==> src/sv/dsd_pkg.sv <==
// Shared types and constants for the DDS sine DAC sample generator.
// Holds the polynomial coefficients, reset values, register indexes and the
// controller/datapath command types. No dependencies.
package dsd_pkg;

    // Default parameter values
    localparam int PHASE_BITS_DEF = 32;
    localparam int SINE_BITS_DEF  = 16;
    localparam int DAC_BITS_DEF   = 12;

    // Configuration port widths
    localparam int CFG_IDX_BITS  = 2;
    localparam int CFG_DATA_BITS = 32;
    localparam int GAIN_BITS     = 16;

    // Register reset values
    localparam logic [31:0]          PHASE_STEP_RST  = 32'd2236962;
    localparam logic [31:0]          START_PHASE_RST = 32'd3611402020;
    localparam logic [GAIN_BITS-1:0] AMP_GAIN_RST    = 16'd63570;

    // Q30 sine polynomial coefficients
    localparam logic [31:0] COEF_1 = 32'd1686629713;
    localparam logic [31:0] COEF_3 = 32'd693598668;
    localparam logic [31:0] COEF_5 = 32'd85569305;
    localparam logic [31:0] COEF_7 = 32'd5026994;
    localparam logic [31:0] COEF_9 = 32'd172272;
    localparam logic [31:0] Q30_ONE = 32'h4000_0000;

    // Register indexes on the configuration port
    typedef enum logic [CFG_IDX_BITS-1:0] {
        REG_PHASE_STEP  = 2'd0,
        REG_START_PHASE = 2'd1,
        REG_AMP_GAIN    = 2'd2
    } cfg_idx_t;

    // Datapath operations, one per controller step
    typedef enum logic [3:0] {
        OP_NONE,
        OP_SQR,
        OP_MUL_C9,
        OP_SUB_C7,
        OP_SUB_C5,
        OP_SUB_C3,
        OP_SUB_C1,
        OP_MUL_S,
        OP_MUL_XS,
        OP_ROUND,
        OP_GAIN,
        OP_LOAD_OUT
    } op_t;

    // Controller states
    typedef enum logic [3:0] {
        S_IDLE,
        S_SQR,
        S_C9,
        S_SUB7,
        S_MUL7,
        S_SUB5,
        S_MUL5,
        S_SUB3,
        S_MUL3,
        S_SUB1,
        S_MULX,
        S_ROUND,
        S_GAIN,
        S_FINAL
    } state_t;

    // Command from controller to datapath
    typedef struct packed {
        logic load_phase;
        op_t  op;
    } cmd_t;

endpackage

==> src/sv/dsd_if.sv <==
// Channel interfaces for the DDS sine DAC sample generator: tick input,
// DAC code output and configuration write channel. Uses dsd_pkg widths.
interface dsd_tick_if;
    logic valid;
    logic ready;
    logic tick;

    modport source (output valid, output tick, input ready);
    modport sink   (input valid, input tick, output ready);
endinterface

interface dsd_dac_if #(
    parameter int DAC_BITS = dsd_pkg::DAC_BITS_DEF
);
    logic                valid;
    logic                ready;
    logic [DAC_BITS-1:0] dac_code;

    modport source (output valid, output dac_code, input ready);
    modport sink   (input valid, input dac_code, output ready);
endinterface

interface dsd_cfg_if;
    logic                               valid;
    logic                               ready;
    logic [dsd_pkg::CFG_IDX_BITS-1:0]   index;
    logic [dsd_pkg::CFG_DATA_BITS-1:0]  data;

    modport source (output valid, output index, output data, input ready);
    modport sink   (input valid, input index, input data, output ready);
endinterface

==> src/sv/dsd_ctrl.sv <==
// Controller state machine for the DDS sine DAC sample generator.
// Sequences the datapath through the polynomial steps; depends on dsd_pkg.
module dsd_ctrl (
    input  logic           clk,
    input  logic           rst_n,
    input  logic           in_valid,
    input  logic           in_tick,
    output logic           in_ready,
    output logic           out_valid,
    input  logic           out_ready,
    output dsd_pkg::cmd_t  cmd
);
    import dsd_pkg::*;

    state_t state_reg;
    state_t state_next;
    logic   out_valid_reg;
    logic   out_valid_next;
    logic   slot_free;
    logic   start;

    assign slot_free = !out_valid_reg || out_ready;
    assign start     = (state_reg == S_IDLE) && in_valid && in_tick;

    // Next state
    always_comb
    begin
        state_next = state_reg;
        case (state_reg)
            S_IDLE:  if (start) state_next = S_SQR;
            S_SQR:   state_next = S_C9;
            S_C9:    state_next = S_SUB7;
            S_SUB7:  state_next = S_MUL7;
            S_MUL7:  state_next = S_SUB5;
            S_SUB5:  state_next = S_MUL5;
            S_MUL5:  state_next = S_SUB3;
            S_SUB3:  state_next = S_MUL3;
            S_MUL3:  state_next = S_SUB1;
            S_SUB1:  state_next = S_MULX;
            S_MULX:  state_next = S_ROUND;
            S_ROUND: state_next = S_GAIN;
            S_GAIN:  state_next = S_FINAL;
            S_FINAL: if (slot_free) state_next = S_IDLE;
            default: state_next = S_IDLE;
        endcase
    end

    // Outputs: datapath command and handshakes
    always_comb
    begin
        cmd.load_phase = start;
        cmd.op         = OP_NONE;
        in_ready       = (state_reg == S_IDLE);
        case (state_reg)
            S_SQR:   cmd.op = OP_SQR;
            S_C9:    cmd.op = OP_MUL_C9;
            S_SUB7:  cmd.op = OP_SUB_C7;
            S_MUL7:  cmd.op = OP_MUL_S;
            S_SUB5:  cmd.op = OP_SUB_C5;
            S_MUL5:  cmd.op = OP_MUL_S;
            S_SUB3:  cmd.op = OP_SUB_C3;
            S_MUL3:  cmd.op = OP_MUL_S;
            S_SUB1:  cmd.op = OP_SUB_C1;
            S_MULX:  cmd.op = OP_MUL_XS;
            S_ROUND: cmd.op = OP_ROUND;
            S_GAIN:  cmd.op = OP_GAIN;
            S_FINAL: cmd.op = slot_free ? OP_LOAD_OUT : OP_NONE;
            default: cmd.op = OP_NONE;
        endcase
    end

    // Output slot: set on load, drop once taken
    always_comb
    begin
        if (cmd.op == OP_LOAD_OUT)
            out_valid_next = 1'b1;
        else
            out_valid_next = out_valid_reg && !out_ready;
    end

    assign out_valid = out_valid_reg;

    always_ff @(posedge clk or negedge rst_n)
    begin
        if (!rst_n)
        begin
            state_reg     <= S_IDLE;
            out_valid_reg <= 1'b0;
        end
        else
        begin
            state_reg     <= state_next;
            out_valid_reg <= out_valid_next;
        end
    end

endmodule

==> src/sv/dsd_datapath.sv <==
// Datapath for the DDS sine DAC sample generator: configuration registers,
// phase accumulator, shared 32x32 multiplier and DAC scaling. Uses dsd_pkg.
module dsd_datapath #(
    parameter int PHASE_BITS = dsd_pkg::PHASE_BITS_DEF,
    parameter int SINE_BITS  = dsd_pkg::SINE_BITS_DEF,
    parameter int DAC_BITS   = dsd_pkg::DAC_BITS_DEF
) (
    input  logic                               clk,
    input  logic                               rst_n,
    input  logic                               cfg_write,
    input  logic [dsd_pkg::CFG_IDX_BITS-1:0]   cfg_index,
    input  logic [dsd_pkg::CFG_DATA_BITS-1:0]  cfg_data,
    input  dsd_pkg::cmd_t                      cmd,
    output logic [DAC_BITS-1:0]                dac_code
);
    import dsd_pkg::*;

    localparam int FBITS  = PHASE_BITS - 2;
    localparam int SH     = 31 - SINE_BITS;
    localparam int QW     = SINE_BITS - 1;
    localparam int FB     = SINE_BITS - 1 + 16;
    localparam int WIDE_W = 80;
    localparam logic [SINE_BITS:0] Q_LIM = {2'b00, {(SINE_BITS-1){1'b1}}};
    localparam logic [31:0] HALF = 32'(1) << (SH - 1);
    localparam logic [WIDE_W-1:0] START_WIDE_RST = {START_PHASE_RST, 48'd0};

    logic [31:0]           step_reg;
    logic [GAIN_BITS-1:0]  gain_reg;
    logic [PHASE_BITS-1:0] acc_reg;
    logic [1:0]            quad_reg;
    logic [30:0]           x_reg;
    logic [31:0]           x2_reg;
    logic [31:0]           s_reg;
    logic [63:0]           p_reg;
    logic [QW-1:0]         q_reg;
    logic [DAC_BITS-1:0]   code_reg;

    logic [WIDE_W-1:0]      step_wide;
    logic [WIDE_W-1:0]      start_wide;
    logic [PHASE_BITS-1:0]  step_al;
    logic [PHASE_BITS-1:0]  start_al;
    logic [PHASE_BITS-1:0]  phase_new;
    logic [PHASE_BITS+43:0] r_wide;
    logic [29:0]            x_frac;
    logic [30:0]            x_new;
    logic [31:0]            p_q30;
    logic [31:0]            mul_a;
    logic [31:0]            mul_b;
    logic [63:0]            mul_p;
    logic [31:0]            coef;
    logic [31:0]            m_clamp;
    logic [31:0]            m_round;
    logic [SINE_BITS:0]     q_raw;
    logic [QW-1:0]          q_new;
    logic [FB:0]            num;
    logic [FB+DAC_BITS-1:0] scaled;

    // Align 32-bit turn fractions to the accumulator width
    assign step_wide  = {step_reg, 48'd0};
    assign start_wide = {cfg_data, 48'd0};
    assign step_al    = step_wide[WIDE_W-1 -: PHASE_BITS];
    assign start_al   = start_wide[WIDE_W-1 -: PHASE_BITS];

    // Advance phase, split quadrant and fold to a Q30 quarter-turn fraction
    assign phase_new = acc_reg + step_al;
    assign r_wide    = {phase_new[FBITS-1:0], 46'd0};
    assign x_frac    = r_wide[PHASE_BITS+43 -: 30];
    assign x_new     = phase_new[FBITS] ? (Q30_ONE[30:0] - {1'b0, x_frac})
                                        : {1'b0, x_frac};

    assign p_q30 = p_reg[61:30];

    // Select operands for the shared multiplier
    always_comb
    begin
        mul_a = '0;
        mul_b = '0;
        case (cmd.op)
            OP_SQR:
            begin
                mul_a = {1'b0, x_reg};
                mul_b = {1'b0, x_reg};
            end
            OP_MUL_C9:
            begin
                mul_a = p_q30;
                mul_b = COEF_9;
            end
            OP_MUL_S:
            begin
                mul_a = x2_reg;
                mul_b = s_reg;
            end
            OP_MUL_XS:
            begin
                mul_a = {1'b0, x_reg};
                mul_b = s_reg;
            end
            OP_GAIN:
            begin
                mul_a = 32'(q_reg);
                mul_b = {16'd0, gain_reg};
            end
            default:
            begin
                mul_a = '0;
                mul_b = '0;
            end
        endcase
    end

    assign mul_p = mul_a * mul_b;

    // Pick the Horner coefficient for a subtract step
    always_comb
    begin
        case (cmd.op)
            OP_SUB_C7: coef = COEF_7;
            OP_SUB_C5: coef = COEF_5;
            OP_SUB_C3: coef = COEF_3;
            OP_SUB_C1: coef = COEF_1;
            default:   coef = '0;
        endcase
    end

    // Clamp magnitude to one, round half up and limit to the sine range
    always_comb
    begin
        m_clamp = (p_q30 > Q30_ONE) ? Q30_ONE : p_q30;
        m_round = m_clamp + HALF;
        q_raw   = m_round[31:SH];
        q_new   = (q_raw > Q_LIM) ? Q_LIM[QW-1:0] : q_raw[QW-1:0];
    end

    // Offset by one and scale by 2^(DAC_BITS-1)-1 as shift and subtract
    always_comb
    begin
        if (quad_reg[1])
            num = {1'b1, {FB{1'b0}}} - {1'b0, p_reg[FB-1:0]};
        else
            num = {1'b1, {FB{1'b0}}} + {1'b0, p_reg[FB-1:0]};
        scaled = {num, {(DAC_BITS-1){1'b0}}} - {{(DAC_BITS-1){1'b0}}, num};
    end

    // Configuration registers and phase accumulator
    always_ff @(posedge clk or negedge rst_n)
    begin
        if (!rst_n)
        begin
            step_reg <= PHASE_STEP_RST;
            gain_reg <= AMP_GAIN_RST;
            acc_reg  <= START_WIDE_RST[WIDE_W-1 -: PHASE_BITS];
        end
        else if (cfg_write)
        begin
            case (cfg_index)
                REG_PHASE_STEP:  step_reg <= cfg_data;
                REG_START_PHASE: acc_reg  <= start_al;
                REG_AMP_GAIN:    gain_reg <= cfg_data[GAIN_BITS-1:0];
                default:         ;
            endcase
        end
        else if (cmd.load_phase)
        begin
            acc_reg <= phase_new;
        end
    end

    // Working registers of the sine and scaling steps
    always_ff @(posedge clk)
    begin
        if (cmd.load_phase)
        begin
            quad_reg <= phase_new[PHASE_BITS-1:PHASE_BITS-2];
            x_reg    <= x_new;
        end
        if (cmd.op inside {OP_SQR, OP_MUL_C9, OP_MUL_S, OP_MUL_XS, OP_GAIN})
            p_reg <= mul_p;
        if (cmd.op == OP_MUL_C9)
            x2_reg <= p_q30;
        if (cmd.op inside {OP_SUB_C7, OP_SUB_C5, OP_SUB_C3, OP_SUB_C1})
            s_reg <= coef - p_q30;
        if (cmd.op == OP_ROUND)
            q_reg <= q_new;
        if (cmd.op == OP_LOAD_OUT)
            code_reg <= scaled[FB+DAC_BITS-1:FB];
    end

    assign dac_code = code_reg;

endmodule

==> src/sv/dds_sine_dac_sample.sv <==
// Top level of the DDS sine DAC sample generator: joins controller and
// datapath to the channels. Depends on dsd_pkg, dsd_if, dsd_ctrl, dsd_datapath.
//
//   channel   dir   payload              handshake
//   tick_ch   in    tick (1 bit)         valid/ready
//   dac_ch    out   dac_code (DAC_BITS)  valid/ready
//   cfg_ch    in    index, data          valid/ready, always ready
//
// A tick of one is accepted in idle and then runs thirteen controller steps
// around one shared 32x32 multiplier (seven products, four subtracts,
// rounding and scaling). Its code is loaded in the final step and becomes
// valid after that load; the next tick is taken once the controller is idle.
// A tick of zero is accepted in idle, leaves the input open and gives no code.
// Reset loads the start phase into the accumulator; no clearing pass.
// A code waiting on dac_ch does not block the next tick; the final step holds
// until the output register is free.
module dds_sine_dac_sample #(
    parameter int PHASE_BITS = dsd_pkg::PHASE_BITS_DEF,
    parameter int SINE_BITS  = dsd_pkg::SINE_BITS_DEF,
    parameter int DAC_BITS   = dsd_pkg::DAC_BITS_DEF
) (
    input  logic          clk,
    input  logic          rst_n,
    dsd_tick_if.sink      tick_ch,
    dsd_dac_if.source     dac_ch,
    dsd_cfg_if.sink       cfg_ch
);
    import dsd_pkg::*;

    cmd_t cmd;
    logic cfg_write;

    // Configuration writes are always taken
    assign cfg_ch.ready = 1'b1;
    assign cfg_write    = cfg_ch.valid;

    dsd_ctrl u_ctrl (
        .clk       (clk),
        .rst_n     (rst_n),
        .in_valid  (tick_ch.valid),
        .in_tick   (tick_ch.tick),
        .in_ready  (tick_ch.ready),
        .out_valid (dac_ch.valid),
        .out_ready (dac_ch.ready),
        .cmd       (cmd)
    );

    dsd_datapath #(
        .PHASE_BITS (PHASE_BITS),
        .SINE_BITS  (SINE_BITS),
        .DAC_BITS   (DAC_BITS)
    ) u_datapath (
        .clk       (clk),
        .rst_n     (rst_n),
        .cfg_write (cfg_write),
        .cfg_index (cfg_ch.index),
        .cfg_data  (cfg_ch.data),
        .cmd       (cmd),
        .dac_code  (dac_ch.dac_code)
    );

    // A sample request closes the input until its code is built
    a_busy_after_tick: assert property (@(posedge clk) disable iff (!rst_n)
        tick_ch.valid && tick_ch.ready && tick_ch.tick |=> !tick_ch.ready)
        else $error("input still open after a sample request");

    // An idle tick leaves the input open
    a_idle_tick: assert property (@(posedge clk) disable iff (!rst_n)
        tick_ch.valid && tick_ch.ready && !tick_ch.tick |=> tick_ch.ready)
        else $error("idle tick closed the input");

    // Loading the output register raises the output valid
    a_load_valid: assert property (@(posedge clk) disable iff (!rst_n)
        cmd.op == OP_LOAD_OUT |=> dac_ch.valid)
        else $error("output load without valid");

    // Output is loaded only into a free slot
    a_load_free: assert property (@(posedge clk) disable iff (!rst_n)
        cmd.op == OP_LOAD_OUT |-> !dac_ch.valid || dac_ch.ready)
        else $error("output overwritten while waiting");

endmodule
==> src/flat_wrapper.sv <==
// flat-port wrapper written by rule: the top's interface ports become plain ports
module dds_sine_dac_sample_flat import dsd_pkg::*;
#(
    parameter int PHASE_BITS = dsd_pkg::PHASE_BITS_DEF,
    parameter int SINE_BITS  = dsd_pkg::SINE_BITS_DEF,
    parameter int DAC_BITS   = dsd_pkg::DAC_BITS_DEF
)
  (clk, rst_n, tick_ch_valid, tick_ch_tick, tick_ch_ready, dac_ch_valid, dac_ch_dac_code, dac_ch_ready, cfg_ch_valid, cfg_ch_index, cfg_ch_data, cfg_ch_ready);
  dsd_tick_if tick_ch_i ();
  dsd_dac_if #(.DAC_BITS(DAC_BITS)) dac_ch_i ();
  dsd_cfg_if cfg_ch_i ();
  input  logic clk;
  input  logic rst_n;
  input wire logic [$bits(tick_ch_i.valid)-1:0] tick_ch_valid;
  input wire logic [$bits(tick_ch_i.tick)-1:0] tick_ch_tick;
  output wire logic [$bits(tick_ch_i.ready)-1:0] tick_ch_ready;
  output wire logic [$bits(dac_ch_i.valid)-1:0] dac_ch_valid;
  output wire logic [$bits(dac_ch_i.dac_code)-1:0] dac_ch_dac_code;
  input wire logic [$bits(dac_ch_i.ready)-1:0] dac_ch_ready;
  input wire logic [$bits(cfg_ch_i.valid)-1:0] cfg_ch_valid;
  input wire logic [$bits(cfg_ch_i.index)-1:0] cfg_ch_index;
  input wire logic [$bits(cfg_ch_i.data)-1:0] cfg_ch_data;
  output wire logic [$bits(cfg_ch_i.ready)-1:0] cfg_ch_ready;
  assign tick_ch_i.valid = tick_ch_valid;
  assign tick_ch_i.tick = tick_ch_tick;
  assign tick_ch_ready = tick_ch_i.ready;
  assign dac_ch_valid = dac_ch_i.valid;
  assign dac_ch_dac_code = dac_ch_i.dac_code;
  assign dac_ch_i.ready = dac_ch_ready;
  assign cfg_ch_i.valid = cfg_ch_valid;
  assign cfg_ch_i.index = cfg_ch_index;
  assign cfg_ch_i.data = cfg_ch_data;
  assign cfg_ch_ready = cfg_ch_i.ready;
  dds_sine_dac_sample #(.PHASE_BITS(PHASE_BITS), .SINE_BITS(SINE_BITS), .DAC_BITS(DAC_BITS)) u_core (.clk(clk), .rst_n(rst_n), .tick_ch(tick_ch_i), .dac_ch(dac_ch_i), .cfg_ch(cfg_ch_i));
endmodule
==> config.mk <==
export PLATFORM = sky130hd
export DESIGN_NAME = dds_sine_dac_sample_flat
export DESIGN_NICKNAME = d
export VERILOG_FILES = /design/src/sv/dsd_pkg.sv /design/src/sv/dsd_if.sv /design/src/sv/dsd_ctrl.sv /design/src/sv/dsd_datapath.sv /design/src/sv/dds_sine_dac_sample.sv /design/src/flat_wrapper.sv
export SDC_FILE = /design/constraint.sdc
export NUM_CORES = 2
export LEC_CHECK = 0
export BUFFER_PORTS_ARGS = -buffer_cell sky130_fd_sc_hd__buf_2
export CAP_MARGIN = 20
export CORE_ASPECT_RATIO = 0.75
export CORE_MARGIN = 5
export CORE_UTILIZATION = 50
export DETAILED_ROUTE_END_ITERATION = 8
export GPL_ROUTABILITY_DRIVEN = 1
export GPL_TIMING_DRIVEN = 1
export PLACE_DENSITY = 0.77
export SYNTH_ARGS = -nofsm -noshare
export SYNTH_HDL_FRONTEND = slang
export SYNTH_SLANG_ARGS = --single-unit
export TNS_END_PERCENT = 100
==> constraint.sdc <==
create_clock -name clk -period 10.6 [get_ports clk]
set_input_delay 2.12 -clock clk [delete_from_list [all_inputs] [get_ports clk]]
set_output_delay 2.12 -clock clk [all_outputs]
set_load 0.02 [all_outputs]
Yosys cells after proc, flatten, opt, wreduce, memory -nomap -nowiden. Index checks and enable logic that the tools add are counted.

Logic and storage cells: 85. Output and inout bits: 15. Input bits: 40. Register bits: 271.

Add/subtract/negate cells: 7. Muxes and demuxes: 15. Multipliers: 1. Equal/unequal tests: 29. Magnitude comparators: 2. Reduce and logical (&&, ||, !) cells: 18.

Operators with widths (count): case mux 32 bit (4 select lines) (2); two-way mux 32 bit (5); case mux 31 bit (4 select lines) (1); multiplier 32 x 32 -> 62 bit (1); case mux 4 bit (14 select lines) (1); case mux 4 bit (11 select lines) (1); subtractor 43 x 32 -> 43 bit (1); == test 4 bit (second input constant) (10); adder 32 x 15 -> 32 bit (second input constant) (1); adder 32 x 31 -> 32 bit (first input constant) (1); adder 32 bit (1); == test 4 x 3 -> 1 bit (second input constant) (8); greater-than comparator 32 x 31 -> 1 bit (second input constant) (1); subtractor 31 x 32 -> 32 bit (1); subtractor 32 x 31 -> 32 bit (first input constant) (1); subtractor 31 x 30 -> 31 bit (first input constant) (1); two-way mux 30 bit (1); greater-than comparator 17 x 15 -> 1 bit (second input constant) (1); == test 4 x 2 -> 1 bit (second input constant) (4); two-way mux 4 bit (3); == test 4 x 1 -> 1 bit (second input constant) (2); AND reduction 2 bit (4); nonzero test 5 bit (1); zero test 4 bit (1); 13 further kinds (18).

Depth between registers and ports, before layout.
Depth in word-level cells: 8. Mapped depth: 37. Depth with buffers taken out: 33.

By module. A second synthesis with hierarchy kept.

Cells, all modules: 5327. Area, all modules: 48494.0 µm².

By module, submodules not included: dsd_datapath (cells each 5279, seq. area each 7594.8 µm², times used 1, area each 48093.6 µm²); dsd_ctrl (cells each 46, seq. area each 125.1 µm², times used 1, area each 389.1 µm²); dds_sine_dac_sample (cells each 2, seq. area each 0.0 µm², times used 1, area each 11.3 µm²).

Least setup slack after synthesis. Ideal clock, no wire load.

Path kind: register to register. From: register u_core.u_ctrl.state_reg[0]. To: register u_core.u_datapath.p_reg[61], data pin. Slack: 0.596 ns. Buffers on the path: 5. Stages on the path, launching flop included: 35. Period minus slack after synthesis: 10.004 ns. Data required time: 10.340 ns. Library setup time: 0.260 ns. Arrival time: 9.744 ns. Cell sequence: dfrtp_1 clkbuf_1 inv_1 nand2_1 nor3_1 clkbuf_1 clkbuf_1 nand2_1 nand2_1 clkbuf_1 nand2_1 fa_1 fa_1 inv_1 fa_1 inv_1 fa_1 inv_1 fa_1 fa_1 fa_1 inv_1 fa_1 inv_1 ha_1 clkbuf_1 o21a_1 o2bb2ai_1 o21ai_0 a31oi_1 o21ai_0 a21o_1 a41o_1 o41a_1 xnor2_1.

Cells in the longest elaborated chain, start to end: 7. Elaborated cells between the ends (all ways): 25. Classes of those cells: 1 x mul; 18 x eq/ne; 3 x mux; 3 x reduce/logical.

Ends and longest elaborated chain: start: declaration (RTL line dsd_ctrl.sv:15) `state_t state_reg;`; start signal: assignment (RTL line dsd_ctrl.sv:92) `state_reg <= state_next;`; == test 4 bit or == test 4 x 3 -> 1 bit (tied branches) (RTL line dsd_ctrl.sv:54) `case (state_reg)`; OR reduction 3 bit (no source line); case mux 4 bit (11 select lines) * (RTL line dsd_ctrl.sv:54); == test 4 x 1 -> 1 bit (tied with other cells) (RTL line dsd_datapath.sv:78) `case (cmd.op)`; OR reduction 2 bit (no source line); case mux 32 bit (4 select lines) (RTL line dsd_datapath.sv:78); multiplier 32 x 32 -> 62 bit * (RTL line dsd_datapath.sv:112) `assign mul_p = mul_a * mul_b;`; net u_core.u_datapath.mul_p[61] (RTL line dsd_datapath.sv:49) `logic [63:0] mul_p;`; end signal: assignment (RTL line dsd_datapath.sv:178) `p_reg <= mul_p;`; end: declaration (RTL line dsd_datapath.sv:34) `logic [63:0] p_reg;`.

The timed path passes the listed nets; every way through them passes the cells marked *. A chain may end at the register's enable or synchronous reset.

Worst setup path in the final report.
From: register u_core.u_ctrl.state_reg[2]. To: register u_core.u_datapath.p_reg[57], data pin.

The elaborated chain is that of the path after synthesis.

==> qor.txt <==
outcome = completed
Layout Skew = 15.4 ps
Tot GR Track Use = 29.5%
CTS H-tree depth = 1
Post-Syn Nets = 6497
post-route design area = 51200 um2
number of library cell types mapped by synthesis = 87
Worst Path Max Fanout = 16
Worst-Skew Late Latency = 590 ps
final wirelength = 150000 um
CP required = 10940 ps
cell row count = 98
Syn Area/Cell = 9.17 um2
Final Hold Vio Count = 0
share of layout cells above drive strength 1 = 7.85%
Hold WC Path Type = flop to flop
cell mode on critical path = fa_1
drc violations = 0
delay-heaviest family, CP = adder cells
vias in the first global route = 39600
Clock Sinks = 270
post-route setup TNS = 0 ps
Warnings, synthesis = 0
CTS root buf = clkbuf_16
DP Area = 50300 um2
Synth top cells by count = 951 x inv_1, 897 x fa_1, 704 x nor2_1, 610 x nand2_1, 331 x ha_1
total global routing overflow = 0
Inserted Clock Buffers = 27
Max-cap violations = 0
final slew viol count = 0
Slew @ Worst Pin = 1250 ps
Critical Path End Type = flop
PortBufs = 53
period utilisation layout = 96.9%
critical path's largest stage delay = 700 ps
EDFF count, synth = 185
asr flop ratio synth = 31.5%
die height = 278 um
number of antenna-violating nets in the routed design = 0
TritonCTS clock tree = done
Buf+Inv Stages, Crit Path = 8
fin nets = 6482
max reg flops = 62
total vias in the final route = 38100
top-count cell post-synth = inv_1
post-CTS setup repair buffer count = 0
Core ar. = 95300 um2
CP max stage cell = dfrtp_1
post-CTS sizing = 0
initial detailed-routing violation count = 4099
largest net degree at the start of global routing = 70
register bit count reported by yosys = 270
die width = 368 um
Avg Vias per Cell = 5.87
CP Launch Type = flop
CP Class = flop to flop
detailed-placement wirelength estimate = 123000 um
Mapped Area = 47900 um2
minimum clock period = 10270 ps
Post-Synthesis Cells = 5229
DR WL/cell = 23.2 um
initial antenna violation count = 1
final setup violation count = 0
I/O pin count = 55
Primary FF master, synth = edfxtp_1
Synth area leader = fa_1
gp weighted congestion = 1.07
post-synthesis sequential area ratio = 16.1%
post-synth top area share = 37.5%
Max Root-Sink Buffers = 3
unrepaired setup endpoints after global routing = no
first-pass GRT wire length = 232000 um
die area = 102000 um2
Initial Util = 50.3%
hold_buf cts = 0
CP arrival = 10600 ps
DR pass1 iterations = 5
Worst-path clk slew = 70 ps
fmax = 97.4 MHz
area grow syn2layout = 6.82%
final core utilization = 53.7%
synth top area cells = fa_1 37%, edfxtp_1 12%, ha_1 8.6%, inv_1 7.4%, nor2_1 5.5%
relative slew slack = 16.8%
[kinds of logic (layout without fill, tap and decap cells)]
family,Yosys count,in the layout,share of synthesized area [%]
AND/OR/NAND/NOR,1613,1613,14.3
adder cells (fa/ha/maj),1228,1228,46.1
buffers and inverters,1213,1219,9.51
AO/OA/AOI/OAI,644,644,8.91
flip-flops,270,270,16.1
XOR/XNOR,196,196,3.58
multiplexers,64,64,1.46
other,1,2,0.00782
[per-stage QoR]
stage | setup slack [ps] | hold WS (ps) | instances
detailed placement | 499 | 496 | 6433
finish | 333 | 506 | 6486
global route | 7.57 | 513 | 6485
CTS | 484 | 507 | 6483
global placement | 675 | 483 | 6432
floorplan | 596 | 424 | 5229
[area by class of cell]
class | count | area, um2
tap | 1250 | 1560
fill | 8388 | 44100
sequential | 270 | 7720
clock buffer | 34 | 732
inverter | 951 | 3570
timing repair buffer | 218 | 1570
antenna | 1 | 2.50
clock inverter | 16 | 120
multi-input combinational | 3746 | 35900
[per-layer routing]
layer	part of all wire, %	track usage (%)	vias to the layer above
li1	-	-	16300
met5	0	0	-
met1	39	41.3	19000
met2	41	42.5	2335
met4	4.8	11.0	0
met3	14	10.4	386
[cell usage in the layout, fill, tap and decap left out, types with 30 or more instances in the layout]
| cell | netlist | final |
|---|---|---|
| xnor2_1 | 141 | 141 |
| dfrtp_1 | 55 | 55 |
| o21ai_0 | 112 | 112 |
| inv_1 | 951 | 951 |
| buf_4 | 1 | 161 |
| dfstp_2 | 30 | 30 |
| nand2_1 | 610 | 610 |
| buf_2 | 3 | 52 |
| edfxtp_1 | 185 | 185 |
| nor2_1 | 704 | 702 |
| a21o_1 | 73 | 73 |
| fa_1 | 897 | 897 |
| and2_1 | 42 | 41 |
| xor2_1 | 55 | 55 |
| ha_1 | 331 | 331 |
| nand3_1 | 46 | 46 |
| mux2_2 | 48 | 48 |
| nand2b_1 | 34 | 34 |
| a22oi_1 | 42 | 41 |
| a21oi_1 | 183 | 183 |
[worst paths after layout]
path | startpoint | endpoint | slack [ps] | cells past startpoint
max in group asynchronous | rst_n | u_core.u_datapath.gain_reg[8] | 8060 | 2
worst min register to register | u_core.u_datapath.acc_reg[29] | u_core.u_datapath.acc_reg[29] | 510 | 1
worst min-delay path | u_core.u_datapath.acc_reg[29] | u_core.u_datapath.acc_reg[29] | 510 | 1
worst max register to register | u_core.u_ctrl.state_reg[2] | u_core.u_datapath.p_reg[57] | 330 | 30
worst max-delay path | u_core.u_ctrl.state_reg[2] | u_core.u_datapath.p_reg[57] | 330 | 30
min in group asynchronous | rst_n | u_core.u_datapath.step_al[25] | 1370 | 1
[worst register-to-register path, delay by kind of cell, from the launching register on]
family / cells / cell delay [ps]
fa+ha+maj: 9 / 4370
compound gates: 6 / 2100
simple gates: 6 / 1570
buf+inv: 8 / 1120
flops: 1 / 700
xor+xnor: 1 / 150
Power is not shown: default switching activity piles up to over one toggle a cycle in this logic, so the estimate is an artifact.
